**src/sv/pli_pkg.sv**
```systemverilog
package pli_pkg;

   localparam int MaxPoints = 16;
   localparam int DataWidth = 32;
   localparam int CountWidth = 5;
   localparam int IndexWidth = 4;
   localparam int CsrAddrWidth = 1;

   // Request kinds.
   localparam logic ReqLoad = 1'b0;
   localparam logic ReqQuery = 1'b1;

   // Register addresses.
   localparam logic [CsrAddrWidth-1:0] CsrPointsInUse = 1'b0;

   // Divider sequencer states.
   typedef enum logic [1:0] {
      ST_IDLE,
      ST_MULT,
      ST_DIV,
      ST_DONE
   } div_state_type;

   // Interpolation job handed from the front end to the back end.
   typedef struct packed {
      logic        direct;
      logic [31:0] y0;
      logic [31:0] dx;
      logic [31:0] dy_mag;
      logic        dy_neg;
      logic [32:0] width;
   } job_type;

endpackage

```
**src/sv/pli_front.sv**
```systemverilog
module pli_front #(
   parameter int MAX_POINTS = pli_pkg::MaxPoints
) (
   input  logic                clock,
   input  logic                reset,
   input  logic                in_valid,
   input  logic                in_kind,
   input  logic [3:0]          in_index,
   input  logic signed [31:0]  in_ex,
   input  logic signed [31:0]  in_ey,
   input  logic signed [31:0]  in_qx,
   input  logic [4:0]          points_in_use,
   output logic                job_valid,
   output pli_pkg::job_type    job
);

   localparam int IW = (MAX_POINTS > 1) ? $clog2(MAX_POINTS) : 1;
   localparam int CW = $clog2(MAX_POINTS + 1);

   logic signed [31:0] bx_ff [MAX_POINTS];
   logic signed [31:0] by_ff [MAX_POINTS];

   logic [CW-1:0] n;
   logic [CW-1:0] idx;
   logic [IW-1:0] i0, i1;
   logic          direct;
   logic signed [31:0] y0, y1;
   logic signed [32:0] dy;
   pli_pkg::job_type job_in;

   // Table write on a load beat.
   always_ff @(posedge clock) begin
      if (in_valid && in_kind == pli_pkg::ReqLoad && 32'(in_index) < MAX_POINTS) begin
         bx_ff[IW'(in_index)] <= in_ex;
         by_ff[IW'(in_index)] <= in_ey;
      end
   end

   // Effective count clamped to the table size; a count of zero is taken as one.
   always_comb begin
      if (points_in_use == 5'd0) begin
         n = CW'(1);
      end else if (32'(points_in_use) > MAX_POINTS) begin
         n = CW'(MAX_POINTS);
      end else begin
         n = CW'(points_in_use);
      end
   end

   // Linear search for the first in-use breakpoint whose x exceeds the query, even on unsorted tables.
   always_comb begin
      idx = n;
      for (int k = MAX_POINTS - 1; k >= 0; k--) begin
         if (k < 32'(n) && in_qx < bx_ff[k]) begin
            idx = CW'(k);
         end
      end
   end

   always_comb begin
      direct = 1'b0;
      i0 = '0;
      i1 = '0;
      if (idx == '0) begin
         direct = 1'b1;
      end else if (idx == n) begin
         direct = 1'b1;
         i0 = IW'(n - CW'(1));
      end else begin
         i0 = IW'(idx - CW'(1));
         i1 = IW'(idx);
      end
      y0 = by_ff[i0];
      y1 = by_ff[i1];
      dy = 33'(y1) - 33'(y0);
      job_in.direct = direct;
      job_in.y0 = y0;
      job_in.dx = 32'(33'(in_qx) - 33'(bx_ff[i0]));
      job_in.dy_neg = dy[32];
      job_in.dy_mag = dy[32] ? 32'(-dy) : 32'(dy);
      job_in.width = 33'(bx_ff[i1]) - 33'(bx_ff[i0]);
   end

   logic job_valid_ff;
   pli_pkg::job_type job_ff;

   // Register the classified job.
   always_ff @(posedge clock) begin
      if (reset) begin
         job_valid_ff <= 1'b0;
      end else begin
         job_valid_ff <= in_valid && in_kind == pli_pkg::ReqQuery;
      end
      job_ff <= job_in;
   end

   assign job_valid = job_valid_ff;
   assign job = job_ff;

endmodule

```
**config.mk**
```make
export PLATFORM = sky130hd
export DESIGN_NAME = pli_front
export DESIGN_NICKNAME = d
export VERILOG_FILES = /design/src/sv/pli_pkg.sv /design/src/sv/pli_front.sv
export SDC_FILE = /design/constraint.sdc
export NUM_CORES = 2
export LEC_CHECK = 0
export CAP_MARGIN = 20
export CELL_PAD_IN_SITES_DETAIL_PLACEMENT = 1
export CELL_PAD_IN_SITES_GLOBAL_PLACEMENT = 2
export CORE_MARGIN = 5
export CORE_UTILIZATION = 33
export CTS_BUF_LIST = sky130_fd_sc_hd__clkbuf_8 sky130_fd_sc_hd__clkbuf_16
export DETAILED_ROUTE_END_ITERATION = 8
export DONT_BUFFER_PORTS = 1
export GPL_TIMING_DRIVEN = 0
export PLACE_DENSITY_LB_ADDON = 0.1
export SLEW_MARGIN = 40
export SYNTH_ARGS = -nofsm -noshare
export SYNTH_HDL_FRONTEND = slang
export SYNTH_SLANG_ARGS = --single-unit
```
**constraint.sdc**
```tcl
create_clock -name clock -period 13.3 [get_ports clock]
set_clock_uncertainty 0.05 [all_clocks]
set_input_delay 2.66 -clock clock [delete_from_list [all_inputs] [get_ports clock]]
set_output_delay 2.66 -clock clock [all_outputs]
set_load 0.02 [all_outputs]
```
## Word level (Yosys, flattened, before mapping)

Memories as Yosys holds them, arrays and structs flattened.
Cells that the tools add are included.

- Output and inout port bits: 132
- Bits in writable memories: 1024
- Word-level logic and storage cells: 96
- Input port bits: 109
- Bits in read-only memories: 0
- Flip-flop bits (word level): 132
- Bits in latches: 0
- Memories kept: 2

- $add $sub $neg: 6
- Mux-type cells: 26
- Reduce and logical (&&, ||, !) cells: 20
- Equality and inequality tests: 1
- Div/mod/pow operators: 0
- Order comparisons: 33
- Shift operators: 0
- $mul: 0
- Bitwise logic cells: 1

Memory list:

| memory | depth | width | rd ports | clocked after memory_dff | wr ports | line | RTL |
|---|---|---|---|---|---|---|---|
| bx_ff | 16 | 32 | 18 | 0 | 1 | pli_front.sv:20 | `logic signed [31:0] bx_ff [MAX_POINTS];` |
| by_ff | 16 | 32 | 2 | 0 | 1 | pli_front.sv:21 | `logic signed [31:0] by_ff [MAX_POINTS];` |

Operator list:

| cell | number |
|---|---|
| 32-bit less-than comparator | 16 |
| 5-bit two-way mux | 18 |
| 32-bit by 32-bit subtractor with 33-bit output | 2 |
| 4-bit by 5-bit less-than comparator with 1-bit output, first input constant | 8 |
| 32-bit two-way mux | 1 |
| 32-bit negator | 1 |
| 32-bit subtractor | 1 |
| 3-bit by 5-bit less-than comparator with 1-bit output, first input constant | 4 |
| 1-bit logical AND | 18 |
| 4-bit two-way mux | 4 |
| 5-bit zero test | 2 |
| 1-bit by 5-bit less-than comparator with 1-bit output, first input constant | 2 |
| 2-bit by 5-bit less-than comparator with 1-bit output, first input constant | 2 |
| 4-bit by 1-bit subtractor with 4-bit output, second input constant | 2 |
| 5-bit == test | 1 |
| 5-bit greater-than comparator, second input constant | 1 |
| 1-bit two-way mux | 3 |
| 1-bit NOT | 1 |

## Depth between registers and ports, before layout

An unclocked memory read counts as a cell.

- Depth after elaboration: 28
- Depth in mapped cells: 42

## Least setup slack after synthesis

No wires, ideal clock.

- Path type: in2reg
- Start point: input in_qx[25]
- End point: register job_ff, in the netlist job[53]
- Arrival: 11061 ps
- Buffers on the path: 5
- Stages: 41
- Setup time: 123 ps
- Slack: 2065 ps
- Cells stage by stage: ha_1 a211oi_1 o21bai_1 a2111oi_0 o21ai_1 or4_1 a21oi_2 or3_1 o211a_1 o311ai_2 a21oi_1 inv_1 ha_1 nand2b_1 clkbuf_1 clkbuf_1 clkbuf_1 clkbuf_1 [... 5 more ...] inv_1 fa_1 a21o_1 a21oi_1 o21a_1 or4b_2 a31oi_1 o41ai_1 a21oi_1 o31ai_1 o211a_1 o22ai_1 o21ai_0 a31oi_1 inv_1 clkbuf_1 o31ai_1 xnor2_1

RTL lines:

| item | line | RTL |
|---|---|---|
| from (decl) | pli_front.sv:11 | `input logic signed [31:0] in_qx,` |
| to (signal assigned) | pli_front.sv:94 | `job_ff <= job_in;` |
| to (decl) | pli_front.sv:85 | `pli_pkg::job_type job_ff;` |

==> impl_results.md <==
* Outcome: completed
* Worst Max-Slew Pin Slew at 1.07 ns
* Post-route worst setup slack at 0.0781 ns
* Worst path required time at 13.95 ns
* # hold bufs at CTS at 0
* Area of the die at 219000 sq um
* Fillers at 22700
* Mapped Nets at 6973
* Crit path max fanout at 17
* FFs w/ async S/R, synth at 0%
* Peak supply drop at 136 uV
* I/O Buffers at 0
* Num CTS Buffers at 151
* Dpl cell area at 75400 sq um
* IO Count at 241
* First drt pass iteration count at 5
* Nets@finish at 7284
* Slew Limit Fails at 0
* Initial antenna violation count at 23
* RD Place Congestion at 0.913
* Largest net degree at the start of global routing at 19
* Clock buffer depth at 3
* Setup crit start kind: input port
* CP endpoint kind: flop
* Routed Antenna Nets at 0
* Crit path top cell by count: buf_4
* Routed WL at 329 mm
* Period utilization at 99.4%
* Power per standard cell area at 164 nW/um^2
* H-tree levels at 4
* Clock period minus worst slack at 13.22 ns
* #FFs+latches synth at 1156
* Fraction of layout cells with a size suffix above 1 at 10.7%
* GRT Residual Overflow at 0
* Multi-input gate area at 32900 sq um
* Max-Cap Viols at 0
* Non-Filler Instances at 9521
* Setup_tns at 0 ns
* Slowest Stage Delay on Critical Path at 0.61 ns
* Area Growth Syn to Fin at 16.4%
* Yosys warns at 0
* DP HPWL at 254 mm
* Worst-path clk slew at 0.06 ns
* Cell Rows at 168
* First-pass GRT wire length at 452 mm
* Most frequent cells in the layout: 1024 x edfxtp_1, 737 x mux2i_1, 600 x inv_1
* Seq. cell area at 33400 sq um
* Fmax at 75.6 MHz
* WL/cell at 34.6 microns
* Post-synth EDFFs at 1024
* Initial Util at 33.1%
* Pleak at 33.9 nW
* Die height at 468 microns
* Final hold violations at 0
* Via Count at 55200
* Ys flop type: edfxtp_1
* CTS Root Cell: clkbuf_16
* Count of cell types in the netlist at 80
* DRT iter0 DRCs at 4376
* Final Power at 13.2 mW
* Max_slew headroom at 28.6%
* CP Data Arrival Time at 13.87 ns
* Placed insts at 9229
* Crit-path slowest cell: nor4_4
* Total global-route track usage at 29.4%
* Drt drc at 0
* # setup viols final at 0
* Worst hold path type: reg2reg
* TritonCTS clock tree: yes
* Commonest non-fill, non-tap cell in the layout: edfxtp_1
* Vias in the first global route at 57400
* CTS sink count at 1156
* Gate Count Post-Synth at 6268
* Pre-CTS WS at -3.19 ns
* Core area at 209000 sq um
* Netlist Area Pre-Place at 69200 sq um
* DR vias/cell at 5.79
* Syn avg cell area at 11.0 sq um
* Post-synthesis sequential area ratio at 48.2%
* Design Area, Final at 80600 sq um
* Unrepaired setup endpoints after global routing: yes
* Crit Path Class: in2reg
* Die X at 468 microns
* Clk_lat worst skew at 0.83 ns
-- metal layers --
| metal | GRT usage (%) | share of wire [%] |
|---|---|---|
| met1 | 38.0 | 43 |
| met5 | 0 | 0.0039 |
| met2 | 50.0 | 48 |
| met3 | 4.29 | 5.4 |
| met4 | 10.6 | 4.0 |
-- cell usage after synthesis (60+ instances only) --
master | number | area, sq um
edfxtp_1 | 1024 | 30700
mux2i_1 | 738 | 7390
ha_1 | 593 | 7420
inv_1 | 555 | 2080
nand2_1 | 474 | 1780
a211oi_1 | 293 | 2200
nor2_1 | 285 | 1070
a21oi_1 | 258 | 1290
o22ai_1 | 255 | 1600
clkbuf_1 | 185 | 694
dfxtp_1 | 132 | 2640
o21ai_0 | 126 | 631
nand3_1 | 96 | 480
a311oi_1 | 95 | 832
nor2b_1 | 95 | 594
xnor2_1 | 77 | 674
or3_1 | 73 | 457
or4_1 | 70 | 526
nand4_1 | 66 | 413
a31oi_1 | 63 | 394
buf_2 | 63 | 315
a21o_1 | 60 | 450
-- path summary, 6_finish.rpt --
| kind | start | endpoint | slack [ns] | cells past startpoint |
|---|---|---|---|---|
| worst min-delay path | by_ff[11][23]$_DFFE_PP_ | job[121]$_DFF_P_ | 0.80 | 4 |
| worst max register to register | bx_ff[3][31]$_DFFE_PP_ | job[30]$_DFF_P_ | 1.43 | 38 |
| worst max-delay path | in_qx[31] | job[30]$_DFF_P_ | 0.08 | 37 |
| worst min register to register | by_ff[11][23]$_DFFE_PP_ | job[121]$_DFF_P_ | 0.80 | 4 |
-- cells by family (layout without fill, tap and decap cells) --
| logic type | count (synthesis) | in the layout | synth area share (%) |
|---|---|---|---|
| muxes | 773 | 773 | 11.2 |
| other | 0 | 8 | 0 |
| and+or+nand+nor | 1385 | 1385 | 9.80 |
| buffers and inverters | 856 | 1296 | 5.01 |
| xor gates and xnor gates | 110 | 110 | 1.41 |
| DFF | 1156 | 1156 | 48.2 |
| AOI/OAI and AO/OA | 1392 | 1392 | 13.5 |
| adders and majority gates | 596 | 596 | 10.8 |
-- flip-flops by register name, indices dropped and copies added (netlist names) --
name       cells
job_valid      1
job          131
by_ff        512
bx_ff        512
-- power breakdown --
| part | switching (mW) | leakage, nW | internal, mW |
|---|---|---|---|
| registers | 0.352 | 10.3 | 4.23 |
| clock network | 1.77 | 2.55 | 2.30 |
| logic | 3.03 | 21.0 | 1.52 |
| total | 5.15 | 33.9 | 8.04 |
-- worst max-delay path, delay by kind of cell --
family / cells / cell delay (ns)
muxes: 1 / 0.40
adders and majority gates: 4 / 1.32
AOI/OAI and AO/OA: 17 / 5.17
and+or+nand+nor: 8 / 2.24
buffers and inverters: 6 / 1.85
xor gates and xnor gates: 1 / 0.14
-- area by class of cell --
| class | instances | share of cell area, % |
|---|---|---|
| Antenna cell | 8 | 0.0248 |
| Timing Repair Buffer | 161 | 2.78 |
| Inverter | 555 | 2.59 |
| Buffer | 298 | 1.93 |
| Clock buffer | 160 | 4.86 |
| Sequential cell | 1156 | 41.4 |
| Tap cell | 2805 | 4.36 |
| Clock inverter | 122 | 1.22 |
| Multi-Input combinational cell | 4256 | 40.8 |
-- metrics by stage --
stage | hold WS, ns | utilization (%)
finish | 0.802 | 38.5
CTS | 0.827 | 38.5
floorplan | 0.675 | -
detailed placement | 0.812 | 36.0
global placement | 0.818 | 34.8
global route | 0.864 | 38.5
-- timing repair --
action | 4_1_cts | 5_1_grt
setup endpoints to repair | 57 | 33
buffers inserted | 3 | 1
gates resized for setup | 53 | 16
pin swaps | 4 | 1
Note: power is estimated with default switching activity, not from simulation.
