### src/sv/pli_pkg.sv
package pli_pkg;

   localparam int MaxPoints = 16;
   localparam int DataWidth = 32;
   localparam int CountWidth = 5;
   localparam int IndexWidth = 4;
   localparam int CsrAddrWidth = 1;

   // Request kinds.
   localparam logic ReqLoad = 1'b0;
   localparam logic ReqQuery = 1'b1;

   // Register addresses.
   localparam logic [CsrAddrWidth-1:0] CsrPointsInUse = 1'b0;

   // Divider sequencer states.
   typedef enum logic [1:0] {
      ST_IDLE,
      ST_MULT,
      ST_DIV,
      ST_DONE
   } div_state_type;

   // Interpolation job handed from the front end to the back end.
   typedef struct packed {
      logic        direct;
      logic [31:0] y0;
      logic [31:0] dx;
      logic [31:0] dy_mag;
      logic        dy_neg;
      logic [32:0] width;
   } job_type;

endpackage

### src/sv/pli_back.sv
module pli_back (
   input  logic              clock,
   input  logic              reset,
   input  logic              job_valid,
   input  pli_pkg::job_type  job,
   output logic              job_ready,
   output logic              res_valid,
   output logic [31:0]       res_value,
   input  logic              res_ready
);

   pli_pkg::div_state_type state_ff, state_in;
   pli_pkg::job_type job_ff;
   logic [63:0] prod_ff, prod_in;
   logic [63:0] quot_ff, quot_in;
   logic [32:0] rem_ff, rem_in;
   logic [5:0]  cnt_ff, cnt_in;
   logic [31:0] value_ff, value_in;
   logic        load_job;
   logic [33:0] trial;

   // Restoring divider, one quotient bit per cycle.
   always_comb begin
      state_in = state_ff;
      prod_in = prod_ff;
      quot_in = quot_ff;
      rem_in = rem_ff;
      cnt_in = cnt_ff;
      value_in = value_ff;
      load_job = 1'b0;
      job_ready = 1'b0;
      res_valid = 1'b0;
      trial = {rem_ff, prod_ff[63]} - {1'b0, job_ff.width};
      case (state_ff)
         pli_pkg::ST_IDLE: begin
            job_ready = 1'b1;
            if (job_valid) begin
               load_job = 1'b1;
               state_in = job.direct ? pli_pkg::ST_DONE : pli_pkg::ST_MULT;
               value_in = job.y0;
            end
         end
         pli_pkg::ST_MULT: begin
            prod_in = 64'(job_ff.dx) * 64'(job_ff.dy_mag);
            rem_in = '0;
            quot_in = '0;
            cnt_in = '0;
            state_in = pli_pkg::ST_DIV;
         end
         pli_pkg::ST_DIV: begin
            if (!trial[33]) begin
               rem_in = trial[32:0];
               quot_in = {quot_ff[62:0], 1'b1};
            end else begin
               rem_in = {rem_ff[31:0], prod_ff[63]};
               quot_in = {quot_ff[62:0], 1'b0};
            end
            prod_in = {prod_ff[62:0], 1'b0};
            cnt_in = cnt_ff + 6'd1;
            if (cnt_ff == 6'd63) begin
               value_in = job_ff.dy_neg ? job_ff.y0 - quot_in[31:0]
                                        : job_ff.y0 + quot_in[31:0];
               state_in = pli_pkg::ST_DONE;
            end
         end
         pli_pkg::ST_DONE: begin
            res_valid = 1'b1;
            if (res_ready) begin
               state_in = pli_pkg::ST_IDLE;
            end
         end
         default: begin
            state_in = pli_pkg::ST_IDLE;
         end
      endcase
   end

   always_ff @(posedge clock) begin
      if (reset) begin
         state_ff <= pli_pkg::ST_IDLE;
      end else begin
         state_ff <= state_in;
      end
      if (load_job) begin
         job_ff <= job;
      end
      prod_ff <= prod_in;
      quot_ff <= quot_in;
      rem_ff <= rem_in;
      cnt_ff <= cnt_in;
      value_ff <= value_in;
   end

   assign res_value = value_ff;

endmodule

### config.mk
export PLATFORM = sky130hd
export DESIGN_NAME = pli_back
export DESIGN_NICKNAME = d
export VERILOG_FILES = /design/src/sv/pli_pkg.sv /design/src/sv/pli_back.sv
export SDC_FILE = /design/constraint.sdc
export NUM_CORES = 2
export LEC_CHECK = 0
export ABC_AREA = 1
export ABC_CLOCK_PERIOD_IN_PS = 8350
export BUFFER_PORTS_ARGS = -buffer_cell sky130_fd_sc_hd__clkbuf_2
export CAP_MARGIN = 20
export CORE_MARGIN = 5
export CORE_UTILIZATION = 56
export DETAILED_ROUTE_END_ITERATION = 7
export PLACE_DENSITY = 0.72
export SYNTH_ARGS = -nofsm -noshare
export SYNTH_HDL_FRONTEND = slang
export SYNTH_SLANG_ARGS = --single-unit
### constraint.sdc
create_clock -name clock -period 8.35 [get_ports clock]
set_input_delay 1.2525 -clock clock [delete_from_list [all_inputs] [get_ports clock]]
set_output_delay 1.2525 -clock clock [all_outputs]
set_load 0.01 [all_outputs]
### Word-level counts from Yosys, hierarchy flattened

Index checks and enable logic that the tools add are counted.

* register bits: 298
* output and inout bits: 34
* word-level logic and storage cells: 48
* input bits: 135

* $mul: 1
* add/sub/neg operators: 4
* mux-type cells: 20
* reductions and logical operators: 5
* equality and inequality tests: 7

Operator list (count)
* two-way mux 32 bit: 4
* one-hot mux 64 bit (2 select lines): 1
* one-hot mux 33 bit (2 select lines): 1
* multiplier 32 x 32 -> 64 bit: 1
* one-hot mux 32 bit (2 select lines): 1
* one-hot mux 31 bit (2 select lines): 1
* subtractor 34 x 33 -> 34 bit: 1
* two-way mux 33 bit: 1
* adder 32 bit: 1
* subtractor 32 bit: 1
* one-hot mux 6 bit (2 select lines): 1
* two-way mux 2 bit: 4
* one-hot mux 2 bit (4 select lines): 1
* adder 6 x 1 -> 6 bit (second input constant): 1
* == test 6 bit (second input constant): 1
* != test 2 bit (second input constant): 3
* AND reduction 3 bit: 2
* two-way mux 1 bit: 5
* == test 2 bit (second input constant): 2
* nonzero test 2 bit: 2
* == test 2 x 1 -> 1 bit (second input constant): 1
* logical NOT 2 bit: 1

### Logic depth before layout (Yosys ltp)

* depth in word-level cells: 7
* mapped depth: 38
* mapped depth without buffers: 38

### Least setup slack after synthesis

Ideal clock, no wire load.

* kind: flip-flop to flip-flop
* from: register job_ff[92] in the netlist's numbering
* to: register prod_ff[63], data pin
* stages on the path, launching flop included: 26
* setup time: 0.254 ns
* data arrival time: 6.500 ns
* path slack: 1.596 ns
* data required time: 8.096 ns
* clock period less this slack: 6.754 ns
* buffers on the path: 1
* path through: edfxtp_1 clkbuf_1 nand2_1 inv_1 fa_1 fa_1 inv_1 fa_1 fa_1 inv_1 fa_1 fa_1 fa_1 inv_1 fa_1 inv_1 ha_1 a21oi_1 a21boi_0 o21ai_0 a21oi_1 nand3_1 a31o_2 or2_2 nand3_1 nand2_1

* cells in the longest elaborated chain, start to end: 2

RTL lines
* from (decl): line pli_back.sv:13 `pli_pkg::job_type job_ff;`
* from (signal assigned): line pli_back.sv:85 `job_ff <= job;`
* multiplier 32 x 32 -> 64 bit: line pli_back.sv:44 `prod_in = 64'(job_ff.dx) * 64'(job_ff.dy_mag);`
* one-hot mux 64 bit (2 select lines): line pli_back.sv:34 `case (state_ff)`
* named net prod_in[63]: line pli_back.sv:14 `logic [63:0] prod_ff, prod_in;`
* to (signal assigned): line pli_back.sv:87 `prod_ff <= prod_in;`
* to (decl): line pli_back.sv:14

The timed path passes the listed nets, and every way through them passes these cells.
A chain may end at the register's enable or synchronous reset.

### Worst setup path in the final report

* from: register job_ff[83] in the netlist's numbering
* to: register prod_ff[58], data pin

The elaborated chain is that of the path after synthesis.

==> impl_summary.log <==
INFO  metric worst_setup_hold_path_clk_slew = 60 ps
INFO  metric worst_hold_startpoint = prod_ff[17]$_DFFE_PP_
INFO  metric viasPerCell = 5.215
INFO  metric cp_data_required_time = roughly 9000 ps
INFO  metric synth_top_area_share = 36.20%
INFO  metric die-height = between 300 and 400 um
INFO  metric cts-hold-fix-buffers = 0
INFO  metric totalNegativeSetupSlack = 0 ps
INFO  metric synth_seq_cells = 298
INFO  metric setup_repair_after_global_routing_missed_its_margin = no
INFO  metric cts_h_tree_depth = 2
INFO  metric n_fill_cell = 7779
INFO  metric fp.dieW = 307.8 um
INFO  metric ctsRootBufferMaster = sky130_fd_sc_hd__clkbuf_16
INFO  metric worst_clock_skew = just under 50 ps
INFO  metric post_cts.resized_instances = 0
INFO  metric finalCriticalPeriod = approximately 7900 ps
INFO  metric detailedPlacementHpwl = between 100000 and 150000 um
INFO  metric initial_core_util = 56.29%
INFO  metric synth-main-ff-cell = sky130_fd_sc_hd__edfxtp_1
INFO  metric drtAntennaViolNets = 0
INFO  metric syn_nets = 7365
INFO  metric fp-row-count = 109
INFO  metric synthArstFlopShare = 0%
INFO  metric seq_area_frac_synth = 17.98%
INFO  metric synth-edff-count = a little under 300
INFO  metric ys_top_cells_by_count = sky130_fd_sc_hd__inv_1, sky130_fd_sc_hd__nand2_1, sky130_fd_sc_hd__fa_1, sky130_fd_sc_hd__ha_1, sky130_fd_sc_hd__edfxtp_1
INFO  metric yosys_warnings = 0
INFO  metric grt_pass1_vias = 39860
INFO  metric grt_max_degree = 117
INFO  metric layoutNonFillerInstCount = 7286
INFO  metric min-delay-path-class = register to register
INFO  metric drive_gt1_share = between 6 and 7%
INFO  metric synthCells = 6000
INFO  metric start_of_the_worst_register_to_register_path = job_ff[83]$_DFFE_PP_
INFO  metric post_synth_num_cell_types = 55
INFO  metric dp_cells = 7212
INFO  metric finalWeightedCongestion = 0.9389
INFO  metric netlist.top_cell.by_area = sky130_fd_sc_hd__fa_1
INFO  metric routed_wirelength = between 100000 and 150000 um
INFO  metric core-area = 88240 um^2
INFO  metric design.die.area = 94750 um^2
INFO  metric report.final.setup_viol = 0
INFO  metric tightestPinTransition = roughly 1200 ps
INFO  metric critical_path.startpoint = job_ff[83]$_DFFE_PP_
INFO  metric placed_cell_area = 51970 um^2
INFO  metric post-synth-top-count-cell = sky130_fd_sc_hd__inv_1
INFO  metric synth.avg_cell_area = 8.278 um^2
INFO  metric grt_overflow = 0
INFO  metric hold_viol_final = 0
INFO  metric path_max_fanout = 16
INFO  metric critPathArrivalTime = 8330 ps
INFO  metric fin_ws = a little over 400 ps
INFO  metric worst_setup_path_end_kind = register
INFO  metric grt_first_pass_wirelength = 208700 um
INFO  metric ctsLongestPathBuffers = 3
INFO  metric route.detailed.wl_per_inst = around 18 um
INFO  metric tritoncts = yes
INFO  metric netlist_top_cells_area = sky130_fd_sc_hd__fa_1, sky130_fd_sc_hd__edfxtp_1, sky130_fd_sc_hd__inv_1
INFO  metric io-pin-count = 169
INFO  metric groute.usage.overall = about 28%
INFO  metric cts_num_sinks = 298
INFO  metric vias_after_detailed_routing = between 30000 and 40000
INFO  metric netlist_area = 49670 um^2
INFO  metric post-route-period-util = a little over nine tenths
INFO  metric final-max-slew-violation-count = 0
INFO  metric run_status = finished, final reports clean
INFO  metric grt_antenna_before_repair = 1
INFO  metric post-route-cell-area = approximately 53000 um^2
INFO  metric cap_viol_max_count = 0
INFO  metric place_ws = 492.6 ps
INFO  metric worstSkewPairLatency = 630 ps
INFO  metric worst_slew_margin_rel = 20.91%
INFO  metric drt-initial-drc-count = 3013
INFO  metric area.growth.synth_to_final = 7.565%
INFO  metric port_buf_inserts = ~170
INFO  metric max_clk_rate = 0.1258 GHz
INFO  metric finalNetCount = 7456
INFO  metric drcViolationCount = 0
INFO  metric worst_setup_path_start_kind = register
INFO  metric worstSetupPathType = register to register
INFO  metric cts.repair_timing.setup_buffer_count = 0
INFO  metric firstDrtPassIters = 5
INFO  metric clock_buffer_count_from_cts = 40
-- state kept, by name, indices dropped and copies added, names as in the netlist --
signal and flops:
job_ff 130, prod_ff 64, rem_ff 33, res_value 32, quot_ff 31, cnt_ff 6, state_ff 2
-- logic make-up (layout without fill, tap and decap cells) --
logic type      count (synthesis)  in the layout  synth area share, %
simple gates                 1959           1959                15.71
buf+inv                      1950           2070                14.75
fa+ha+maj                    1230           1230                44.56
compound gates                470            470                5.356
flops                         298            298                17.98
xor+xnor                       93             93                1.640
other cells                     0              1                    0
-- metrics by stage --
| step | util, % | hold slack, ps |
|---|---|---|
| 2_1_floorplan | - | 475.5 |
| 3_3_place_gp | 58.90 | 499.4 |
| 3_5_place_dp | 58.90 | 505.2 |
| 4_1_cts | 60.48 | 519.6 |
| 5_1_grt | 60.54 | 534.0 |
| 6_report | 60.54 | 514.6 |
-- cells in the final DEF (no fill, tap or decap), types with 4 or more instances in the layout --
cell                           n
sky130_fd_sc_hd__or2_2        30
sky130_fd_sc_hd__a221oi_1      7
sky130_fd_sc_hd__nand4_1      13
sky130_fd_sc_hd__inv_1      1714
sky130_fd_sc_hd__a21oi_2       8
sky130_fd_sc_hd__bufinv_16     7
sky130_fd_sc_hd__nor2_1      216
sky130_fd_sc_hd__clkbuf_2    168
sky130_fd_sc_hd__ha_1        330
sky130_fd_sc_hd__xnor2_1      39
sky130_fd_sc_hd__fa_1        898
sky130_fd_sc_hd__a21oi_1     183
sky130_fd_sc_hd__a31oi_1      20
sky130_fd_sc_hd__inv_6         6
sky130_fd_sc_hd__or2_1         4
sky130_fd_sc_hd__o21ai_1      30
sky130_fd_sc_hd__buf_4       108
sky130_fd_sc_hd__a21boi_0      4
sky130_fd_sc_hd__nand3b_1      8
sky130_fd_sc_hd__o211ai_1      7
sky130_fd_sc_hd__nand2_2       9
sky130_fd_sc_hd__nand3_1      99
sky130_fd_sc_hd__edfxtp_1    296
sky130_fd_sc_hd__a211oi_1     10
sky130_fd_sc_hd__o31ai_1       7
sky130_fd_sc_hd__nor3_1       23
sky130_fd_sc_hd__o21ai_0     142
sky130_fd_sc_hd__nand2_1    1522
sky130_fd_sc_hd__o21a_1       10
sky130_fd_sc_hd__nor4_1       16
sky130_fd_sc_hd__o21bai_1     12
sky130_fd_sc_hd__clkinv_2      6
sky130_fd_sc_hd__clkbuf_16    40
sky130_fd_sc_hd__xor2_1       54
sky130_fd_sc_hd__a21o_1       18
sky130_fd_sc_hd__clkinv_1      5
-- worst max-delay path: stages (launching register included) --
cell and delay [ps]:
sky130_fd_sc_hd__edfxtp_1 900, sky130_fd_sc_hd__buf_4 370, sky130_fd_sc_hd__nand2_1 110, sky130_fd_sc_hd__fa_1 500, sky130_fd_sc_hd__fa_1 540, sky130_fd_sc_hd__inv_1 50, sky130_fd_sc_hd__fa_1 490, sky130_fd_sc_hd__fa_1 570
sky130_fd_sc_hd__fa_1 450, sky130_fd_sc_hd__fa_1 470, sky130_fd_sc_hd__fa_1 490, sky130_fd_sc_hd__inv_1 50, sky130_fd_sc_hd__fa_1 470, sky130_fd_sc_hd__inv_1 50, sky130_fd_sc_hd__ha_1 370, sky130_fd_sc_hd__nand2_1 120
sky130_fd_sc_hd__nor2_1 150, sky130_fd_sc_hd__inv_1 90, sky130_fd_sc_hd__nor4_1 460, sky130_fd_sc_hd__nand3_1 190, sky130_fd_sc_hd__nand3_1 240, sky130_fd_sc_hd__a21o_1 220, sky130_fd_sc_hd__a21oi_1 100, sky130_fd_sc_hd__inv_1 70
sky130_fd_sc_hd__nand2_1 40, sky130_fd_sc_hd__nand3_1 60, sky130_fd_sc_hd__nand2_1 60
-- worst paths after layout --
check,to,slack (ps),cells after the start
worst max-delay path,prod_ff[58]$_DFFE_PP_,400,26
worst max register to register,prod_ff[58]$_DFFE_PP_,400,26
worst min register to register,prod_ff[18]$_DFFE_PP_,510,2
worst min-delay path,prod_ff[18]$_DFFE_PP_,510,2
-- final cells by class --
class / count / area (um^2) / share of cell area, %
multi-input cells: 3752 / 33440 / 62.59
flip-flops and latches: 298 / 8929 / 16.71
inverters: 1719 / 6459 / 12.09
repair buffers: 280 / 1747 / 3.269
well taps: 1165 / 1458 / 2.728
clock buffers: 43 / 1012 / 1.895
clock inverters: 28 / 381.6 / 0.7143
diodes: 1 / 2.502 / 0.004684
-- per-layer routing --
metal  GRT usage (%)  up-vias  part of all wire, %
met5               0        -                    0
met4           10.58        0                  4.2
met3           3.088      279                  5.9
met2           46.57     1268                   49
met1           36.96    18740                   41
li1                -    17710                    -
Power is left out: the tool's default activity adds up to more than one toggle a clock period on the data nets, which glitch-free logic cannot reach.
