`config.mk`:
```
export PLATFORM = sky130hd
export DESIGN_NAME = pli_fifo
export DESIGN_NICKNAME = d
export VERILOG_FILES = /design/src/sv/pli_fifo.sv
export SDC_FILE = /design/constraint.sdc
export NUM_CORES = 1
export LEC_CHECK = 0
export BUFFER_PORTS_ARGS = -buffer_cell sky130_fd_sc_hd__buf_4
export CORE_MARGIN = 2
export CORE_UTILIZATION = 35
export CTS_CLUSTER_DIAMETER = 60
export DETAILED_ROUTE_END_ITERATION = 10
export RECOVER_POWER = 25
export SLEW_MARGIN = 25
export SYNTH_ARGS = -nofsm -noshare
export SYNTH_HDL_FRONTEND = slang
export SYNTH_SLANG_ARGS = --single-unit
```
`constraint.sdc`:
```
create_clock -name clock -period 3.25 [get_ports clock]
set_input_delay 0.65 -clock clock [delete_from_list [all_inputs] [get_ports clock]]
set_output_delay 0.65 -clock clock [all_outputs]
set_load 0.02 [all_outputs]
```
`src/sv/pli_fifo.sv`:
```
module pli_fifo #(
   parameter int WIDTH = 32,
   parameter int DEPTH = 4
) (
   input  logic             clock,
   input  logic             reset,
   input  logic             wr_valid,
   input  logic [WIDTH-1:0] wr_data,
   output logic             wr_ready,
   output logic             rd_valid,
   output logic [WIDTH-1:0] rd_data,
   input  logic             rd_ready
);

   localparam int AW = $clog2(DEPTH);

   logic [WIDTH-1:0] mem_ff [DEPTH];
   logic [AW-1:0] wp_ff, rp_ff;
   logic [AW:0]   cnt_ff;
   logic wr, rd;

   assign wr_ready = cnt_ff != (AW+1)'(DEPTH);
   assign rd_valid = cnt_ff != '0;
   assign wr = wr_valid && wr_ready;
   assign rd = rd_valid && rd_ready;
   assign rd_data = mem_ff[rp_ff];

   // Small register queue between the two sides.
   always_ff @(posedge clock) begin
      if (reset) begin
         wp_ff <= '0;
         rp_ff <= '0;
         cnt_ff <= '0;
      end else begin
         if (wr) begin
            wp_ff <= (32'(wp_ff) == DEPTH - 1) ? '0 : wp_ff + AW'(1);
         end
         if (rd) begin
            rp_ff <= (32'(rp_ff) == DEPTH - 1) ? '0 : rp_ff + AW'(1);
         end
         cnt_ff <= cnt_ff + (AW+1)'(wr) - (AW+1)'(rd);
      end
      if (wr) begin
         mem_ff[wp_ff] <= wr_data;
      end
   end

endmodule

```
# Yosys cells after proc, flatten, opt, wreduce, memory -nomap -nowiden
# Memory sizes are Yosys's and may differ from the RTL's. A register that Yosys moved wholly into a read port is not among the register bits.
# Cells that the tools add are included.
[totals]
register_bits = 7
output_inout_bits = 34
mem_count = 1
ramBits = 128
[mem_list]
columns = ["name", "depth", "width", "rd", "rd_ports_with_merged_regs", "write_ports", "line_no", "source"]
rows = [
  ["mem_ff", 4, 32, 1, 1, 1, "17", "logic [WIDTH-1:0] mem_ff [DEPTH];"],
]
[op_classes]
add_sub_neg = 4
mux = 6
n_reduce_logical = 3
n_eq_ne = 3
[op_table]
columns = ["operator", "n"]
rows = [
  ["2-bit 2-to-1 mux", 4],
  ["2-bit by 1-bit adder with 2-bit output (second input constant)", 2],
  ["2-bit equality test (second input constant)", 2],
  ["3-bit by 1-bit adder with 3-bit output", 1],
  ["3-bit inequality test (second input constant)", 1],
  ["3-bit nonzero test", 1],
  ["3-bit by 1-bit subtractor with 3-bit output", 1],
  ["1-bit logical AND", 2],
  ["1-bit 2-to-1 mux", 2],
]

# Longest topological paths before layout
# Gate-level depths: netlist (run 1).
[depth]
word_depth = 4
ltp_mapped = 11
depth_no_buf = 10

# Least setup slack after synthesis (run 1)
# No wires, ideal clock.
[synth_timing]
path_type = "register -> register"
start = "reg cnt_ff[1]"
end = "reg cnt_ff[2]"
stages_incl_launch_ff = 12
arrival_time_ps = 2201
setup_time_ps = 78
required_time_ps = 3172
path_slack_ps = 971
period_less_slack_ps = 2279
n_path_buf = 1
path_cell_list = "dfxtp_1 > or3b_1 > buf_6 > nand2_2 > ha_1 > inv_1 > ha_1 > inv_1 > fa_1 > xor2_1 > and2_2 > nor3_1"
[synth_between]
elab_chain_cells = 4
[synth_lines]
columns = ["element", "line_no", "source"]
rows = [
  ["from (decl)", "19", "logic [AW:0] cnt_ff;"],
  ["from (signal assigned)", "41", "cnt_ff <= cnt_ff + (AW+1)'(wr) - (AW+1)'(rd);"],
  ["3-bit inequality test", "22", "assign wr_ready = cnt_ff != (AW+1)'(DEPTH);"],
  ["via wr_ready", "9", "output logic wr_ready,"],
  ["1-bit logical AND", "24", "assign wr = wr_valid && wr_ready;"],
  ["3-bit by 1-bit adder with 3-bit output", "41", ""],
  ["3-bit by 1-bit subtractor with 3-bit output", "41", ""],
]
# The timed path passes the listed nets, and every way through them passes these cells.
# A chain may end at the register's enable or synchronous reset.

==> results of run 1 <==
## logic make-up (layout without fill, tap and decap cells)
family	Yosys count	in the layout
flip-flops	137	137
multiplexers	34	34
AND/OR/NAND/NOR	18	18
buffers and inverters	14	111
adder cells (fa/ha/maj)	8	8
AO/OA/AOI/OAI	4	4
XOR/XNOR	1	1
## synth_stat cells (2+ instances only)
cell type  instances  area [um^2]
inv_1              5        18.77
nor2_1             3        11.26
ha_1               7        87.58
mux2i_1            2        20.02
edfxtp_1         128         3844
dfxtp_1            9        180.2
buf_1              3        11.26
and3_2             3        22.52
nand2b_1           2        12.51
buf_4              3        22.52
or3_1              2        12.51
mux4_2            32        720.7
## cell usage in the layout, fill, tap and decap left out, types with 2 or more instances in the layout
master,synthesis,final
and3_2,3,4
buf_4,3,54
bufinv_16,0,4
clkbuf_1,1,20
clkbuf_16,0,17
clkinv_1,0,4
clkinv_2,0,3
clkinvlp_4,0,3
dfxtp_1,9,7
dfxtp_2,0,2
edfxtp_1,128,128
ha_1,7,7
inv_1,5,5
mux2i_1,2,2
mux4_2,32,32
nand2b_1,2,2
nor2_1,3,3
or3_1,2,2
## per-stage QoR
step | total power (W) | setup WS [ns] | instance area [um^2] | hold WS [ns]
3_3_place_gp | 0.003564 | 0.8687 | 5829 | 0.4828
6_report | 0.005451 | 0.6003 | 6361 | 0.4365
2_1_floorplan | 0.003090 | 0.9712 | 5094 | 0.4634
4_1_cts | 0.005544 | 0.5271 | 6436 | 0.4117
5_1_grt | 0.005705 | 0.4939 | 6361 | 0.4182
3_5_place_dp | 0.003584 | 0.8061 | 5829 | 0.4825
## metal layers
metal  vias up  share of wire  global-route usage
met3        18          0.050             0.04940
li1       1065              -                   -
met4         0          0.022             0.06940
met5         -              0                   0
met2        59           0.48              0.1868
met1      1205           0.45              0.1517
## state kept, by name, indices dropped and copies added, names as in the netlist, named ones only
name	cells
wp_ff	2
cnt_ff	3
mem_ff	128
rp_ff	2
## where the power goes
| part | internal, W | switching (W) | leakage, nW | total (W) |
|---|---|---|---|---|
| Combinational | 0.000587 | 0.000661 | 0.620 | 0.00125 |
| Sequential | 0.00217 | 0.0000820 | 1.25 | 0.00225 |
| Clock | 0.00127 | 0.000684 | 0.289 | 0.00195 |
| Total | 0.00402 | 0.00143 | 2.16 | 0.00545 |
## path summary, 6_finish.rpt
check                             start                endpoint  slack (ns)  cells after the start
setup reg to reg   cnt_ff[1]$_SDFF_PP0_    cnt_ff[2]$_SDFF_PP0_        0.86                     10
hold reg to reg   rp_ff[0]$_SDFFE_PP0N_                    flop        0.49                      2
setup / recovery                   flop             rd_data[29]        0.60                      3
hold / removal               wr_data[6]  mem_ff[3][6]$_DFFE_PP_        0.44                      1
## cell type report
| cell class | instances | area (um^2) | area share |
|---|---|---|---|
| Sequential cell | 137 | 4026 | 0.6330 |
| Multi-Input combinational cell | 65 | 998.5 | 0.1570 |
| Timing Repair Buffer | 74 | 480.5 | 0.07553 |
| Clock buffer | 17 | 425.4 | 0.06688 |
| Tap cell | 184 | 230.2 | 0.03619 |
| Clock inverter | 15 | 181.4 | 0.02852 |
| Inverter | 5 | 18.77 | 0.002950 |
==> results.json, run 1 <==
{
  "muxShareOfSynthArea": 0.1454,
  "vias": 2347,
  "fin_util": 0.4427,
  "p_per_area_mw_per_mm2": 856.9,
  "syn_area_per_cell_um2": 23.58,
  "worstMarginPinSlew_ns": 0.8954,
  "setup_viol": 0,
  "syn_nets": 260,
  "cp_cell_sequence": "buf_4 -> mux4_2 -> buf_4",
  "synth_compound_area_frac": 0.005895,
  "maxCapViolations": 0,
  "place.gp.congestion": 0.6484,
  "path_class": "reg -> out",
  "io_buffers": 69,
  "fin_skew_ns": 0.004928,
  "ys_types": 29,
  "htreeDepth": 4,
  "finalCritPeriodShare": 0.8153,
  "critPathMaxStageDelay_ns": 0.78,
  "synthCells": 216,
  "critPathCaptureType": "output port",
  "cts_tree": "done",
  "cts-resized-gates": 0,
  "ant_nets": 0,
  "clk_path_buf_depth": 2,
  "slew_violations": 0,
  "rsz0062_at_grt": "false",
  "antenna_found_initial": 0,
  "hold_class": "in -> reg",
  "run_status": "complete, no violations",
  "grt_pass1_vias": 2590,
  "grt_pass1_wl_um": 13970,
  "syn_to_final_growth_pct": 24.88,
  "detailedRoute.firstPassIterationCount": 4,
  "async_reset_ff_frac": 0,
  "initial_core_util": 0.3545,
  "drive_above_1_share": 0.3962,
  "fin_tns_setup_ns": 0,
  "synth_seq_cells": 137,
  "layout.nets": 344,
  "ys.flop_type": "edfxtp_1",
  "cts_buffers": 17,
  "crit_slowest_cell": "dfxtp_2",
  "globalRoute.totalOverflow": 0,
  "dieArea_mm2": 0.01553,
  "drc": 0,
  "fp.dieW_um": 124.6,
  "required_ns": 2.60,
  "cp_max_fo": 24,
  "yosysSeqAreaShare": 0.7900,
  "fp-row-count": 44,
  "synthXorXnorAreaFrac": 0.001719,
  "dp_cells": 465,
  "grt_usage": 0.1236,
  "clkSinkCount": 137,
  "drt-vias-per-instance": 4.722,
  "fmax_mhz": 377.4,
  "core_mm2": 0.01437,
  "drt_iter0_drc": 105,
  "p_leak_nw": 2.156,
  "critPathBufInv": 2,
  "wl_per_cell_um": 17.31,
  "synthSimpleGateAreaFrac": 0.02162,
  "clk_latency_ns": 0.41,
  "yosysWarnings": 0,
  "synth_top_family_by_area": "multiplexers",
  "clk_pin_slew_ns": 0.05,
  "antenna_cells": 0,
  "num_io_pins": 70,
  "cp-start-kind": "flop",
  "maxSlewHeadroom": 0.4031,
  "postCtsHoldBufs": 0,
  "finalWirelength_um": 8605,
  "cp_data_arrival_time_ns": 2.00,
  "dp_hpwl_um": 5155,
  "synthAdderAreaFrac": 0.02113,
  "hold_violations": 0,
  "die_h_um": 124.6,
  "n_fill_cell": 1243,
  "irDropWorstVdd_mv": 0.3452,
  "fin_cells": 497,
  "post_cts_buffers": 0,
  "cp_top_family": "flip-flops",
  "cpMostUsedCell": "buf_4",
  "synth_edf_count": 128,
  "root_buffer": "clkbuf_16",
  "netlist_area_mm2": 0.005094,
  "fin_crit_ns": 2.650,
  "grt_max_degree": 33
}
No activity file was read; power rests on OpenSTA's default activity.
==> run 2, diff against run 1 <==
--- a/config.mk
+++ b/config.mk
@@ -5,6 +5,7 @@
 export SDC_FILE = /design/constraint.sdc
 export NUM_CORES = 1
 export LEC_CHECK = 0
+export ABC_AREA = 1
 export BUFFER_PORTS_ARGS = -buffer_cell sky130_fd_sc_hd__buf_4
 export CORE_MARGIN = 2
 export CORE_UTILIZATION = 35
==> constraint.sdc (replaced) <==
create_clock -name clock -period 2.75 [get_ports clock]
set_input_delay 0.55 -clock clock [delete_from_list [all_inputs] [get_ports clock]]
set_output_delay 0.55 -clock clock [all_outputs]
set_load 0.02 [all_outputs]
==> run 2 against run 1 <==
Effect of this change:
- combinational power rose by 58%
- power rose by 26%
- core utilization barely moved
- critical path depth rose by 1
==> results.json, run 2 <==
{
  "run_status": "complete, no violations",
  "clk_pin_slew_ns": 0.06,
  "fin_ws_ns": 0.2424,
  "die_h_um": 126.8,
  "root_buffer": "clkbuf_16",
  "clk_latency_ns": 0.41,
  "antenna_cells": 0,
  "syn_to_final_growth_pct": 22.98,
  "ant_nets": 0,
  "pre_cts_ws_ns": 0.4821,
  "initial_core_util": 0.3602,
  "synth_seq_cells": 137,
  "required_ns": 2.20,
  "clkSinkCount": 137,
  "cp_max_fo": 30,
  "fin_cells": 650,
  "maxSlewHeadroom": 0.5769,
  "drc": 0,
  "fin_crit_ns": 2.508,
  "n_fill_cell": 1354,
  "cts_tree": "done",
  "cts-resized-gates": 0,
  "fin_tns_setup_ns": 0,
  "globalRoute.totalOverflow": 0,
  "synth.largest_area_cell": "edfxtp_1",
  "largestRegisters": "mem_ff: 128 flops, cnt_ff: 3 flops",
  "worstRegToRegCells": 10,
  "async_reset_ff_frac": 0,
  "top_register": "mem_ff",
  "critPathCaptureType": "output port",
  "rsz0062_at_grt": "false",
  "hold_violations": 0,
  "htreeDepth": 4,
  "synthCells": 377,
  "netlist_area_mm2": 0.005275,
  "dp_hpwl_um": 6317,
  "cp-start-kind": "flop",
  "ys.flop_type": "edfxtp_1",
  "place.gp.congestion": 0.6775,
  "dieArea_mm2": 0.01607,
  "cts_buffers": 17,
  "fp.dieW_um": 126.8,
  "irDropWorstVdd_mv": 0.5100,
  "postCtsHoldBufs": 0,
  "dp_cells": 619,
  "cp_data_arrival_time_ns": 1.96,
  "p_leak_nw": 2.290,
  "layout_commonest_cell": "edfxtp_1",
  "fin_skew_ns": 0.005248,
  "finalWirelength_um": 10900,
  "grt_usage": 0.1447,
  "grt_pass1_wl_um": 17310,
  "crit_path_end": "rd_data[3]",
  "slew_violations": 0,
  "maxCapViolations": 0,
  "synth_top_area_share": 0.7287,
  "r2r-end": "cnt_ff[2]$_SDFF_PP0_",
  "detailedRoute.firstPassIterationCount": 7,
  "hold_class": "in -> reg",
  "wl_per_cell_um": 16.77,
  "io_buffers": 69,
  "fp-row-count": 44,
  "yosys-top-cells-count": "edfxtp_1 (128), nor2_1 (76), o21ai_0 (37)",
  "hold_slack_ns": 0.3177,
  "grt_max_degree": 65,
  "clk_path_buf_depth": 2,
  "worstMarginPinSlew_ns": 0.6337,
  "layout.nets": 498,
  "syn_nets": 421,
  "yosysMostFrequentCell": "edfxtp_1",
  "antenna_found_initial": 0,
  "drive_above_1_share": 0.1996,
  "path_class": "reg -> out",
  "ys_types": 19,
  "yosysWarnings": 0,
  "drt-vias-per-instance": 4.960,
  "vias": 3224,
  "post_cts_buffers": 0,
  "p_per_area_mw_per_mm2": 1059,
  "fmax_mhz": 398.8,
  "drt_iter0_drc": 236,
  "largest_reg_flops": 128,
  "syn_area_per_cell_um2": 13.99,
  "r2r_slack_ns": 0.47,
  "core_mm2": 0.01464,
  "yosysSeqAreaShare": 0.7628,
  "num_io_pins": 70,
  "finalCritPeriodShare": 0.9119,
  "synth_edf_count": 128,
  "layout_common_cells": "edfxtp_1 (128), nor2_1 (72), buf_4 (54)",
  "synth.area.top_cells": "edfxtp_1 (73%), nor2_1 (5.4%), o22ai_1 (3.8%)",
  "reg2reg_from": "cnt_ff[1]$_SDFF_PP0_",
  "grt_pass1_vias": 3370,
  "setup_viol": 0
}
## run 2: cell types whose count changed after synthesis, moves of 4 or more
cell | before | now
buf_6 | 1 | 9
o21ai_0 | 0 | 37
nor2_1 | 3 | 76
o21ai_1 | 0 | 28
buf_2 | 1 | 6
o22ai_1 | 0 | 32
nand2_1 | 1 | 12
nand3_1 | 0 | 4
inv_1 | 5 | 16
mux4_2 | 32 | 0
## run 2: kinds of logic after synthesis
family                     synth area share
AOI/OAI and AO/OA                    0.1063
adders and majority gates           0.02040
DFF                                  0.7628
and+or+nand+nor                     0.06641
buffers and inverters               0.04412
## run 2: layout make-up
cell class | instances | area, um^2 | area share
inverter | 18 | 75.07 | 0.01157
sequential | 137 | 4025 | 0.6204
clock inverter | 13 | 155.1 | 0.02392
multi-input combinational | 203 | 1049 | 0.1616
tap | 184 | 230.2 | 0.03549
timing repair buffer | 77 | 524.3 | 0.08081
clock buffer | 18 | 429.2 | 0.06615
## run 2: per-layer routing
metal	up-vias	wire (um)	track usage
met1	1605	4557	0.1619
met3	10	512	0.04386
li1	1544	-	-
met5	-	0	0
met2	65	5707	0.2591
met4	0	123	0.05688
## run 2: where the power goes
| part | switching (W) | total, W | internal [W] |
|---|---|---|---|
| combinational | 0.00127 | 0.00198 | 0.000709 |
| sequential | 0.000101 | 0.00266 | 0.00255 |
| clock | 0.000820 | 0.00223 | 0.00141 |
## run 2: stage by stage
stage                     utilization  total power, W  instance area, um^2
after floorplan                     -        0.003957                 5275
after global placement         0.4085        0.004681                 5982
after detailed placement       0.4085        0.004732                 5982
after CTS                      0.4484        0.006974                 6566
after global routing           0.4430        0.007238                 6487
final                          0.4430        0.006871                 6487
## run 2: worst max-delay path, stage by stage (launching register included)
cell     delay [ns]
dfxtp_2        0.58
buf_4          0.40
o21ai_0        0.16
o22ai_1        0.23
buf_4          0.18
## run 2: how the worst min path moves through the flow
stage	startpoint	endpoint	slack (ns)	depth (start not counted)
floorplan	rp_ff[1]$_SDFFE_PP0N_	flop	0.48	2
global placement	rp_ff[1]$_SDFFE_PP0N_	rp_ff[1]$_SDFFE_PP0N_	0.52	2
detailed placement	rp_ff[1]$_SDFFE_PP0N_	rp_ff[1]$_SDFFE_PP0N_	0.52	2
CTS	reset	cnt_ff[1]$_SDFF_PP0_	0.30	2
global route	reset	cnt_ff[0]$_SDFF_PP0_	0.30	2
finish	reset	cnt_ff[1]$_SDFF_PP0_	0.32	2
